[config.mk]
export PLATFORM = sky130hd
export DESIGN_NAME = char_lcd_nibble_writer_flat
export DESIGN_NICKNAME = d
export VERILOG_FILES = /design/src/rtl/lcdnw_pkg.sv /design/src/rtl/lcdnw_if.sv /design/src/rtl/lcdnw_decode.sv /design/src/rtl/char_lcd_nibble_writer.sv /design/src/flat_wrapper.sv
export VERILOG_INCLUDE_DIRS = /design/src /design/src/rtl
export SDC_FILE = /design/constraint.sdc
export NUM_CORES = 1
export LEC_CHECK = 0
export ABC_AREA = 0
export BUFFER_PORTS_ARGS = -buffer_cell sky130_fd_sc_hd__buf_2
export CORE_MARGIN = 5
export CORE_UTILIZATION = 45
export CTS_BUF_LIST = sky130_fd_sc_hd__clkbuf_8 sky130_fd_sc_hd__clkbuf_16
export DETAILED_ROUTE_END_ITERATION = 12
export HOLD_SLACK_MARGIN = 0.12
export PLACE_DENSITY = 0.66
export SKIP_LAST_GASP = 1
export SLEW_MARGIN = 30
export SYNTH_ARGS = -nofsm -noshare
export SYNTH_HDL_FRONTEND = slang
export SYNTH_SLANG_ARGS = --single-unit
[constraint.sdc]
create_clock -name clk -period 3.05 [get_ports clk]
set_input_delay 0.305 -clock clk [delete_from_list [all_inputs] [get_ports clk]]
set_output_delay 0.305 -clock clk [all_outputs]
set_load 0.01 [all_outputs]
[src/rtl/char_lcd_nibble_writer_macros.svh]
// ----------------------------------------------------------------------------
// char_lcd_nibble_writer_macros.svh
// Assertion macros for the character LCD nibble writer RTL.
// ----------------------------------------------------------------------------
`ifndef CHAR_LCD_NIBBLE_WRITER_MACROS_SVH
`define CHAR_LCD_NIBBLE_WRITER_MACROS_SVH

`ifndef ASSERT_OFF

// Same-cycle implication, checked outside reset.
`define LCDNW_ASSERT_IMP(label, clk, rst_n, ante, cons) \
  label: assert property (@(posedge clk) disable iff (!rst_n) (ante) |-> (cons)) \
    else $error("lcdnw assertion failed: same-cycle implication");

// Next-cycle implication, checked outside reset.
`define LCDNW_ASSERT_NXT(label, clk, rst_n, ante, cons) \
  label: assert property (@(posedge clk) disable iff (!rst_n) (ante) |=> (cons)) \
    else $error("lcdnw assertion failed: next-cycle implication");

`else

`define LCDNW_ASSERT_IMP(label, clk, rst_n, ante, cons)
`define LCDNW_ASSERT_NXT(label, clk, rst_n, ante, cons)

`endif

`endif

[src/rtl/lcdnw_pkg.sv]
// ----------------------------------------------------------------------------
// lcdnw_pkg
// Types and command codes for the character LCD nibble writer.
// ----------------------------------------------------------------------------
`default_nettype none

package lcdnw_pkg;

  // Operation codes of an input request.
  typedef enum logic [2:0] {
    OP_INIT   = 3'd0,
    OP_CLEAR  = 3'd1,
    OP_HOME   = 3'd2,
    OP_CURSOR = 3'd3,
    OP_PUTC   = 3'd4
  } op_t;

  // Controller command bytes.
  localparam logic [7:0] CMD_FUNCTION_SET = 8'h28;
  localparam logic [7:0] CMD_DISPLAY_CTRL = 8'h0F;
  localparam logic [7:0] CMD_ENTRY_MODE   = 8'h04;
  localparam logic [7:0] CMD_CLEAR        = 8'h01;
  localparam logic [7:0] CMD_HOME         = 8'h02;
  localparam logic [7:0] CMD_SET_ADDR     = 8'h80;

  // Nibble indexes within one operation (at most ten nibbles).
  localparam int unsigned NIB_IDX_W = 4;
  localparam int unsigned MAX_BYTES = 5;

  // One decoded operation: up to five bytes, sent high nibble first.
  typedef struct packed {
    logic                              has_out;
    logic                              data_first;
    logic [NIB_IDX_W-1:0]              nib_last;
    logic [MAX_BYTES-1:0][7:0]         bytes;
  } job_t;

endpackage

`default_nettype wire

[src/rtl/lcdnw_if.sv]
// ----------------------------------------------------------------------------
// lcdnw_if
// Valid/ready channels for operation requests and nibble writes.
// ----------------------------------------------------------------------------
`default_nettype none

interface lcdnw_in_if;
  logic       valid;
  logic       ready;
  logic [2:0] operation;
  logic [7:0] char_code;
  logic       line;
  logic [7:0] column;

  modport source (output valid, output operation, output char_code,
                  output line, output column, input ready);
  modport sink   (input valid, input operation, input char_code,
                  input line, input column, output ready);
endinterface

interface lcdnw_out_if;
  logic       valid;
  logic       ready;
  logic       register_select;
  logic [3:0] nibble;
  logic       last;

  modport source (output valid, output register_select, output nibble,
                  output last, input ready);
  modport sink   (input valid, input register_select, input nibble,
                  input last, output ready);
endinterface

`default_nettype wire

[src/rtl/lcdnw_decode.sv]
// ----------------------------------------------------------------------------
// lcdnw_decode
// Turns one operation request into its byte sequence and keeps the cursor.
// ----------------------------------------------------------------------------
`default_nettype none

module lcdnw_decode #(
  parameter int unsigned LINE_LENGTH = 16
) (
  input  wire logic             clk,
  input  wire logic             rst_n,
  input  wire logic             accept,
  input  wire logic [2:0]       operation,
  input  wire logic [7:0]       char_code,
  input  wire logic             line,
  input  wire logic [7:0]       column,
  output lcdnw_pkg::job_t       job
);

  localparam int unsigned COL_W = $clog2(LINE_LENGTH);

  logic             cur_line_r;
  logic             cur_line_nxt;
  logic [COL_W-1:0] cur_col_r;
  logic [COL_W-1:0] cur_col_nxt;

  // Column reduction table, one entry for every byte value of the column.
  logic [COL_W-1:0] mod_tbl [256];

  for (genvar g = 0; g < 256; g++) begin : g_mod
    assign mod_tbl[g] = COL_W'(g % LINE_LENGTH);
  end

  logic [COL_W-1:0] set_col;
  logic             put_line;
  logic [COL_W-1:0] put_col;
  logic [7:0]       set_byte;
  logic [7:0]       put_byte;

  assign set_col = mod_tbl[column];

  // Next position after a character, wrapping to the other line.
  always_comb begin
    if (cur_col_r == COL_W'(LINE_LENGTH - 1)) begin
      put_line = ~cur_line_r;
      put_col  = '0;
    end else begin
      put_line = cur_line_r;
      put_col  = cur_col_r + COL_W'(1);
    end
  end

  // Line 1 adds 0x40 to the address, which is bit 6.
  assign set_byte = lcdnw_pkg::CMD_SET_ADDR | {1'b0, line, 6'(set_col)};
  assign put_byte = lcdnw_pkg::CMD_SET_ADDR | {1'b0, put_line, 6'(put_col)};

  // Byte sequence and cursor update for each operation.
  always_comb begin
    job          = '0;
    cur_line_nxt = cur_line_r;
    cur_col_nxt  = cur_col_r;
    unique case (lcdnw_pkg::op_t'(operation))
      lcdnw_pkg::OP_INIT: begin
        job.has_out  = 1'b1;
        job.nib_last = lcdnw_pkg::NIB_IDX_W'(9);
        job.bytes[0] = lcdnw_pkg::CMD_FUNCTION_SET;
        job.bytes[1] = lcdnw_pkg::CMD_DISPLAY_CTRL;
        job.bytes[2] = lcdnw_pkg::CMD_ENTRY_MODE;
        job.bytes[3] = lcdnw_pkg::CMD_CLEAR;
        job.bytes[4] = lcdnw_pkg::CMD_HOME;
        cur_line_nxt = 1'b0;
        cur_col_nxt  = '0;
      end
      lcdnw_pkg::OP_CLEAR: begin
        job.has_out  = 1'b1;
        job.nib_last = lcdnw_pkg::NIB_IDX_W'(1);
        job.bytes[0] = lcdnw_pkg::CMD_CLEAR;
      end
      lcdnw_pkg::OP_HOME: begin
        job.has_out  = 1'b1;
        job.nib_last = lcdnw_pkg::NIB_IDX_W'(1);
        job.bytes[0] = lcdnw_pkg::CMD_HOME;
        cur_line_nxt = 1'b0;
        cur_col_nxt  = '0;
      end
      lcdnw_pkg::OP_CURSOR: begin
        job.has_out  = 1'b1;
        job.nib_last = lcdnw_pkg::NIB_IDX_W'(1);
        job.bytes[0] = set_byte;
        cur_line_nxt = line;
        cur_col_nxt  = set_col;
      end
      lcdnw_pkg::OP_PUTC: begin
        job.has_out    = 1'b1;
        job.data_first = 1'b1;
        job.nib_last   = lcdnw_pkg::NIB_IDX_W'(3);
        job.bytes[0]   = char_code;
        job.bytes[1]   = put_byte;
        cur_line_nxt   = put_line;
        cur_col_nxt    = put_col;
      end
      default: begin
        // Unused operation codes produce nothing.
        job.has_out = 1'b0;
      end
    endcase
  end

  // Cursor state moves only when a request is taken.
  always_ff @(posedge clk) begin
    if (!rst_n) begin
      cur_line_r <= 1'b0;
      cur_col_r  <= '0;
    end else if (accept) begin
      cur_line_r <= cur_line_nxt;
      cur_col_r  <= cur_col_nxt;
    end
  end

endmodule

`default_nettype wire

[src/rtl/char_lcd_nibble_writer.sv]
// ----------------------------------------------------------------------------
// char_lcd_nibble_writer
// Four-bit bus front end for a two-line character LCD.
// ----------------------------------------------------------------------------
// Each request (init, clear, home, set cursor, put character) is decoded into
// its byte run when it is taken and held in a one-deep pending register; an
// emit register then sends the bytes high nibble first, one nibble write per
// cycle while the receiver is ready: 2 nibble writes for clear, home and set
// cursor, 4 for put character, 10 for init. A request passes the pending
// and then the emit register before its first nibble appears. A new request
// is taken whenever the pending register is free, which happens while the
// previous operation is still being sent, so the channel runs without gaps.
// Unused operation codes are taken and produce nothing.
`default_nettype none

`include "char_lcd_nibble_writer_macros.svh"

module char_lcd_nibble_writer #(
  parameter int unsigned LINE_LENGTH = 16
) (
  input  wire logic   clk,
  input  wire logic   rst_n,
  lcdnw_in_if.sink    in_req,
  lcdnw_out_if.source out_wr
);

  lcdnw_pkg::job_t dec_job;
  lcdnw_pkg::job_t pend_r;
  lcdnw_pkg::job_t act_r;
  logic            pend_v_r;
  logic            act_v_r;
  logic [lcdnw_pkg::NIB_IDX_W-1:0] idx_r;

  logic in_fire;
  logic out_fire;
  logic act_done;
  logic load;
  logic [7:0] cur_byte;

  assign in_req.ready = ~pend_v_r;
  assign in_fire      = in_req.valid & ~pend_v_r;

  // Decoder and cursor tracking.
  lcdnw_decode #(
    .LINE_LENGTH (LINE_LENGTH)
  ) u_decode (
    .clk       (clk),
    .rst_n     (rst_n),
    .accept    (in_fire),
    .operation (in_req.operation),
    .char_code (in_req.char_code),
    .line      (in_req.line),
    .column    (in_req.column),
    .job       (dec_job)
  );

  // Handshake bookkeeping between pending and emit registers.
  assign out_fire = out_wr.valid & out_wr.ready;
  assign act_done = out_fire & out_wr.last;
  assign load     = pend_v_r & (~act_v_r | act_done);

  // Pending register.
  always_ff @(posedge clk) begin
    if (!rst_n) begin
      pend_v_r <= 1'b0;
    end else if (in_fire && dec_job.has_out) begin
      pend_v_r <= 1'b1;
    end else if (load) begin
      pend_v_r <= 1'b0;
    end
  end

  always_ff @(posedge clk) begin
    if (in_fire) begin
      pend_r <= dec_job;
    end
  end

  // Emit register and nibble index.
  always_ff @(posedge clk) begin
    if (!rst_n) begin
      act_v_r <= 1'b0;
      idx_r   <= '0;
    end else if (load) begin
      act_v_r <= 1'b1;
      idx_r   <= '0;
    end else if (act_done) begin
      act_v_r <= 1'b0;
    end else if (out_fire) begin
      idx_r <= idx_r + lcdnw_pkg::NIB_IDX_W'(1);
    end
  end

  always_ff @(posedge clk) begin
    if (load) begin
      act_r <= pend_r;
    end
  end

  // Nibble selection: odd indexes carry the low half of a byte.
  assign cur_byte               = act_r.bytes[idx_r[lcdnw_pkg::NIB_IDX_W-1:1]];
  assign out_wr.valid           = act_v_r;
  assign out_wr.nibble          = idx_r[0] ? cur_byte[3:0] : cur_byte[7:4];
  assign out_wr.register_select = act_r.data_first
                                  & (idx_r[lcdnw_pkg::NIB_IDX_W-1:1] == '0);
  assign out_wr.last            = (idx_r == act_r.nib_last);

  // The nibble index never runs past the end of the operation.
  `LCDNW_ASSERT_IMP(a_idx_in_range, clk, rst_n, act_v_r, idx_r <= act_r.nib_last)

  // A pending operation is kept until the emit register takes it.
  `LCDNW_ASSERT_NXT(a_pend_kept, clk, rst_n, pend_v_r && !load, pend_v_r)

  // Every request that produces output lands in the pending register.
  `LCDNW_ASSERT_NXT(a_req_stored, clk, rst_n, in_fire && dec_job.has_out, pend_v_r)

  // A finished operation with nothing pending leaves the channel idle.
  `LCDNW_ASSERT_NXT(a_idle_after, clk, rst_n, act_done && !pend_v_r, !act_v_r)

endmodule

`default_nettype wire

[src/flat_wrapper.sv]
// flat-port wrapper written by rule: the top's interface ports become plain ports
module char_lcd_nibble_writer_flat 
#(
  parameter int unsigned LINE_LENGTH = 16
)
  (clk, rst_n, in_req_valid, in_req_operation, in_req_char_code, in_req_line, in_req_column, in_req_ready, out_wr_valid, out_wr_register_select, out_wr_nibble, out_wr_last, out_wr_ready);
  lcdnw_in_if in_req_i ();
  lcdnw_out_if out_wr_i ();
  input  wire logic clk;
  input  wire logic rst_n;
  input wire logic [$bits(in_req_i.valid)-1:0] in_req_valid;
  input wire logic [$bits(in_req_i.operation)-1:0] in_req_operation;
  input wire logic [$bits(in_req_i.char_code)-1:0] in_req_char_code;
  input wire logic [$bits(in_req_i.line)-1:0] in_req_line;
  input wire logic [$bits(in_req_i.column)-1:0] in_req_column;
  output wire logic [$bits(in_req_i.ready)-1:0] in_req_ready;
  output wire logic [$bits(out_wr_i.valid)-1:0] out_wr_valid;
  output wire logic [$bits(out_wr_i.register_select)-1:0] out_wr_register_select;
  output wire logic [$bits(out_wr_i.nibble)-1:0] out_wr_nibble;
  output wire logic [$bits(out_wr_i.last)-1:0] out_wr_last;
  input wire logic [$bits(out_wr_i.ready)-1:0] out_wr_ready;
  assign in_req_i.valid = in_req_valid;
  assign in_req_i.operation = in_req_operation;
  assign in_req_i.char_code = in_req_char_code;
  assign in_req_i.line = in_req_line;
  assign in_req_i.column = in_req_column;
  assign in_req_ready = in_req_i.ready;
  assign out_wr_valid = out_wr_i.valid;
  assign out_wr_register_select = out_wr_i.register_select;
  assign out_wr_nibble = out_wr_i.nibble;
  assign out_wr_last = out_wr_i.last;
  assign out_wr_i.ready = out_wr_ready;
  char_lcd_nibble_writer #(.LINE_LENGTH(LINE_LENGTH)) u_core (.clk(clk), .rst_n(rst_n), .in_req(in_req_i), .out_wr(out_wr_i));
endmodule
# ---- Word-level counts from Yosys, hierarchy flattened
# Memories as Yosys holds them, arrays and structs flattened.
# Index checks and enable logic that the tools add are counted.
dict set report op_classes {
  n_addsub 2
  order_cmp 2
  eq_ne 6
  muxes 19
  n_bitwise 12
  reduce_logical 12
}
# operator n
set op_table {}
lappend op_table {{8-bit one-hot mux with 5 select lines} 1}
lappend op_table {{8-bit binary-select mux with 3-bit select} 1}
lappend op_table {{4-bit one-hot mux with 3 select lines} 2}
lappend op_table {{18-bit two-way mux} 1}
lappend op_table {{4-bit two-way mux} 4}
lappend op_table {{8-bit one-hot mux with 2 select lines} 1}
lappend op_table {{9-bit >= comparator (second input constant)} 1}
lappend op_table {{8-bit NOT with 9-bit output} 1}
lappend op_table {{4-bit by 1-bit adder with 4-bit output (second input constant)} 2}
lappend op_table {{8-bit two-way mux} 1}
lappend op_table {{1-bit two-way mux} 7}
lappend op_table {{3-bit by 2-bit equality test with 1-bit output (second input constant)} 2}
lappend op_table {{3-bit logical NOT} 2}
lappend op_table {{1-bit AND} 5}
lappend op_table {{1-bit NOT} 5}
lappend op_table {{5-bit OR reduction} 1}
lappend op_table {{4-bit equality test} 1}
lappend op_table {{4-bit equality test (second input constant)} 1}
lappend op_table {{3-bit by 4-bit less-than comparator with 1-bit output (second input constant)} 1}
lappend op_table {{2-bit AND reduction} 2}
lappend op_table {{2-bit nonzero test} 2}
lappend op_table {{2-bit OR reduction} 2}
lappend op_table {{3-bit by 1-bit equality test with 1-bit output (second input constant)} 1}
lappend op_table {{3-bit equality test (second input constant)} 1}
lappend op_table {{5 further kinds} 5}
dict set report word_totals {
  ff_bits 101
  mem_bits_ro 1024
  inputBits 24
  memories 1
}
# name words width read_ports rd_clocked_by_memory_dff wr line
set memory_table {}
lappend memory_table {{(name not given)} 256 4 1 0 0 lcdnw_decode.sv:40} ;# assign set_col = mod_tbl[column];

# ---- Depth between registers and ports, before layout
dict set report depth {
  ltp_word 6
  depth_mapped 6
  depth_no_buf 5
}

# ---- By module
# A second synthesis with hierarchy kept.
dict set report unflattened {
  cells_unflattened 259
  hier_area_um2 4066.4
}
# module instances cells_each area_per_inst_um2 seq_area_each_um2
set by_module_without_submodules {}
lappend by_module_without_submodules {char_lcd_nibble_writer 1 153 3323.2 2822.7}
lappend by_module_without_submodules {lcdnw_decode 1 106 743.2 100.1}

# ---- Worst setup path before layout
# No wires, ideal clock.
dict set report synth_path {
  path_type {reg-to-reg}
  from {register u_core.idx_r[1] (netlist bit)}
  to {register u_core.act_r[0] (netlist bit), enable pin}
  setup_time_ns 0.397
  arrival_time_ns 1.883
  t_required_ns 2.653
  path_slack_ns 0.771
  stages_incl_launch_ff 7
  path_buffers 2
  cell_sequence {dfxtp_1 -> buf_2 -> xnor2_1 -> and4_1 -> buf_4 -> nand2_1 -> a21oi_1}
}
dict set report synth_via {
  elab_chain_len 4
}
# element line
set synth_lines {}
lappend synth_lines {{start, declared} char_lcd_nibble_writer.sv:32} ;# logic [lcdnw_pkg::NIB_IDX_W-1:0] idx_r;
lappend synth_lines {{start signal, assigned} char_lcd_nibble_writer.sv:90} ;# idx_r <= idx_r + lcdnw_pkg::NIB_IDX_W'(1);
lappend synth_lines {{4-bit equality test} char_lcd_nibble_writer.sv:106} ;# assign out_wr.last = (idx_r == act_r.nib_last);
lappend synth_lines {{net out_wr_last} flat_wrapper.sv:20} ;# output wire logic [$bits(out_wr_i.last)-1:0] out_wr_last;
lappend synth_lines {{1-bit AND} char_lcd_nibble_writer.sv:59} ;# assign act_done = out_fire & out_wr.last;
lappend synth_lines {{1-bit OR} char_lcd_nibble_writer.sv:60} ;# assign load = pend_v_r & (~act_v_r | act_done);
lappend synth_lines {{1-bit AND} char_lcd_nibble_writer.sv:60}
lappend synth_lines {{net u_core.load} char_lcd_nibble_writer.sv:37} ;# logic load;
lappend synth_lines {{end signal, assigned} char_lcd_nibble_writer.sv:96} ;# act_r <= pend_r;
lappend synth_lines {{end, declared} char_lcd_nibble_writer.sv:29} ;# lcdnw_pkg::job_t act_r;
# The timed path passes the listed nets, and every way through them passes these cells.
# A chain may end at the register's enable or synchronous reset.

# ---- Final worst setup path
dict set report layout_path {
  from {register u_core.idx_r[0] (netlist bit)}
  to {output port out_wr_nibble[3]}
}
dict set report layout_via {
  elab_chain_len 1
}
# element line
set layout_lines {}
lappend layout_lines {{4-bit two-way mux} char_lcd_nibble_writer.sv:103} ;# assign out_wr.nibble = idx_r[0] ? cur_byte[3:0] : cur_byte[7:4];
lappend layout_lines {{end, declared} flat_wrapper.sv:19} ;# output wire logic [$bits(out_wr_i.nibble)-1:0] out_wr_nibble;
# No other way between the ends.

==> impl_metrics.tcl <==
set metrics [dict create \
    status "finished clean" \
    synth_cell_types 44 \
    r2r_slack_ns 1.04 \
    netlist_area_mm2 0.002027 \
    dp.cells 245 \
    avgSynthCellArea_um2 11.58 \
    ys_seq_area_share_pct 61.23 \
    final_layout_size_suffix_gt1_share_pct 21.39 \
    synth-edff-count 34 \
    clk_pin_slew_ns 0.08 \
    pwr_density_cell_mw_per_mm2 565.6 \
    relSlewSlack_pct 61.59 \
    postSynthNetCount 201 \
    hpwl_um 2689 \
    min_period_over_period_pct 69.72 \
    synth_top_family_by_area "simple AND/OR/NAND/NOR gates" \
    vias_per_cell 5.514 \
    p_sw_share_pct 21.84 \
    ff2ff_path_depth 5 \
    synth-xor-area-share_pct 2.593 \
    muxShareOfSynthArea_pct 3.148 \
    synth_area_leaders "edfxtp_1, dfxtp_1, a21oi_1, o21ai_0, xnor2_1" \
    tightest_slew_ns 0.5753 \
    numCtsBuffers 5 \
    worstSetupStartpoint "u_core.idx_r[0]" \
    gp_congestion 0.9009 \
    grt_max_degree 20 \
    tns_ns 0 \
    seq_power_share_pct 55.5 \
    required_ns 2.74 \
    cp-start-kind "flop" \
    die_h_um 77.12 \
    ys_async_sr_fraction_pct 0 \
    port_buffers 27 \
    hold_path_depth 3 \
    routed_wl_um 3649 \
    clock_path_buffers 2 \
    netlist_instances 175 \
    core-area_mm2 0.004354 \
    die_w_um 77.12 \
    rsz0062_at_grt "false" \
    grt-ovfl-total 0 \
    finalHoldWorstSlack_ns 0.2719 \
    htree_levels 2 \
    ant_nets 0 \
    maxSlewViolCount 0 \
    antenna_cells 0 \
    netlist.area_leader.share_pct 50.37 \
    synthSimpleGateAreaFrac_pct 13.95 \
    cp-end-kind "output port" \
    cts_root_buf "clkbuf_8" \
    p_sw_mw 0.2853 \
    timing.fmax_ghz 0.4703 \
    yosys.area.top_type "edfxtp_1" \
    cts_tree "yes" \
    ys_top_cells_by_count "edfxtp_1, a21oi_1, nand2_1" \
    totalPowerFinal_mw 1.306 \
    internal_power_mw 1.021 \
    grt_pass1_vias 1479 \
    grt_pass1_wl_um 6479 \
    p_clk_share_pct 35.5 \
    grt_use_total_pct 13.41 \
    path_max_fanout 15 \
    max-vdd-ir-drop_mv 0.3612 \
    final-setup-viol-count 0 \
    hold_violations 0 \
    initial_core_util_pct 46.55 \
    clock_skew_ns 0.005841 \
    min_path_type "in2reg" \
    first_pass_iters 4 \
    wl_per_cell_um 14.42 \
    p_comb_share_pct 8.9 \
    yosys_warnings 0 \
    vias 1395 \
    clock_latency_ns 0.29 \
    leakagePower_nw 0.8628 \
    antenna_found_initial 0 \
    crit_arrival_ns 1.82 \
    fin_cells 253 \
    crit_path_end "out_wr_nibble[3]" \
    post-cts-setup-buffers 0 \
    drv_cap 0 \
    area.growth.synth_to_final_pct 13.95 \
    nets 226 \
    die-area_mm2 0.005947 \
    synth_fa_ha_area_share_pct 1.235 \
    synth_most_common_cell "edfxtp_1" \
    period_needed_ns 2.126 \
    r2r-end "u_core.act_r[44]" \
    postCtsHoldBufs 0 \
    cts_resized 0 \
    r2r_start "u_core.idx_r[0]" \
    yosys_register_bits 45 \
    synth_compound_area_share_pct 13.77 \
    critical_path_class "reg2out" \
    dr.first_iter.drc_count 59 \
    num_io_pins 32 \
    clock_sinks 45 \
    synth-main-ff-cell "edfxtp_1" \
    drc 0 \
    placementRows 24 \
]
-- flip-flops by register name, summed over array words and instances, names as in the netlist --
name,count
u_core.act_r,17
u_core.pend_r,17
u_core.idx_r,4
u_core.u_decode.cur_col_r,4
u_core.out_wr.valid,1
u_core.pend_v_r,1
u_core.u_decode.cur_line_r,1
-- layer usage --
metal | share of wire [%] | GRT usage, % | vias to the layer above
met5 | 0 | 0 | -
met4 | 0.33 | 4.639 | 0
met3 | 5.7 | 6.089 | 2
met2 | 49 | 21.14 | 42
met1 | 44 | 16.19 | 659
li1 | - | - | 692
-- power by group through the flow --
stage	combinational, mW	clock (mW)	sequential, mW
after global placement	0.113	0	0.738
after CTS	0.117	0.477	0.726
after global routing	0.132	0.504	0.731
after floorplan	0.0763	0	0.733
final	0.117	0.464	0.725
after detailed placement	0.117	0	0.740
-- worst max-delay path, stage by stage (launching register included) --
cell	delay, ns
dfxtp_1	0.67
mux4_2	0.57
nor3b_1	0.15
buf_2	0.15
-- placed cells by master (no fill, tap or decap), types with 4 or more instances in the layout --
cell and instances:
a31oi_1 4, dfxtp_1 11, nand2_1 13, xnor2_1 6, inv_1 7, clkbuf_8 6
nand3_1 6, nor2b_1 6, buf_2 27, edfxtp_1 34, o21ai_0 11, nor2_1 12
a21oi_1 13
-- cells by family after synthesis --
group,Yosys count
and+or+nand+nor,54
DFF,45
AOI/OAI and AO/OA,44
buffers and inverters,19
xor gates and xnor gates,6
muxes,5
adders and majority gates,2
-- stage by stage --
stage	area (µm²)	setup slack [ns]	utilization (%)
after floorplan	2027	0.7706	-
after global placement	2190	1.113	50.29
after detailed placement	2190	1.079	50.29
after CTS	2310	0.9250	53.05
after global routing	2310	0.8088	53.05
final	2310	0.9236	53.05
-- cell type report --
| cell class | instances | area, µm² |
|---|---|---|
| fillers | 381 | 2044 |
| flip-flops and latches | 45 | 1241 |
| multi-input cells | 111 | 703.2 |
| repair buffers | 29 | 150.1 |
| clock buffers | 6 | 82.58 |
| well taps | 52 | 65.06 |
| clock inverters | 2 | 37.54 |
| inverters | 8 | 30.03 |
-- worst min path at each step --
stage | from | end | slack [ns]
global placement | u_core.pend_r[40] | u_core.act_r[40] | 0.40
finish | in_req_valid | u_core.pend_v_r | 0.27
floorplan | u_core.pend_r[0] | u_core.act_r[0] | 0.40
detailed placement | u_core.pend_r[24] | u_core.act_r[33] | 0.40
CTS | in_req_valid | u_core.pend_v_r | 0.26
global route | out_wr_ready | u_core.out_wr.valid | 0.26
No activity file was read; power rests on OpenSTA's default activity.
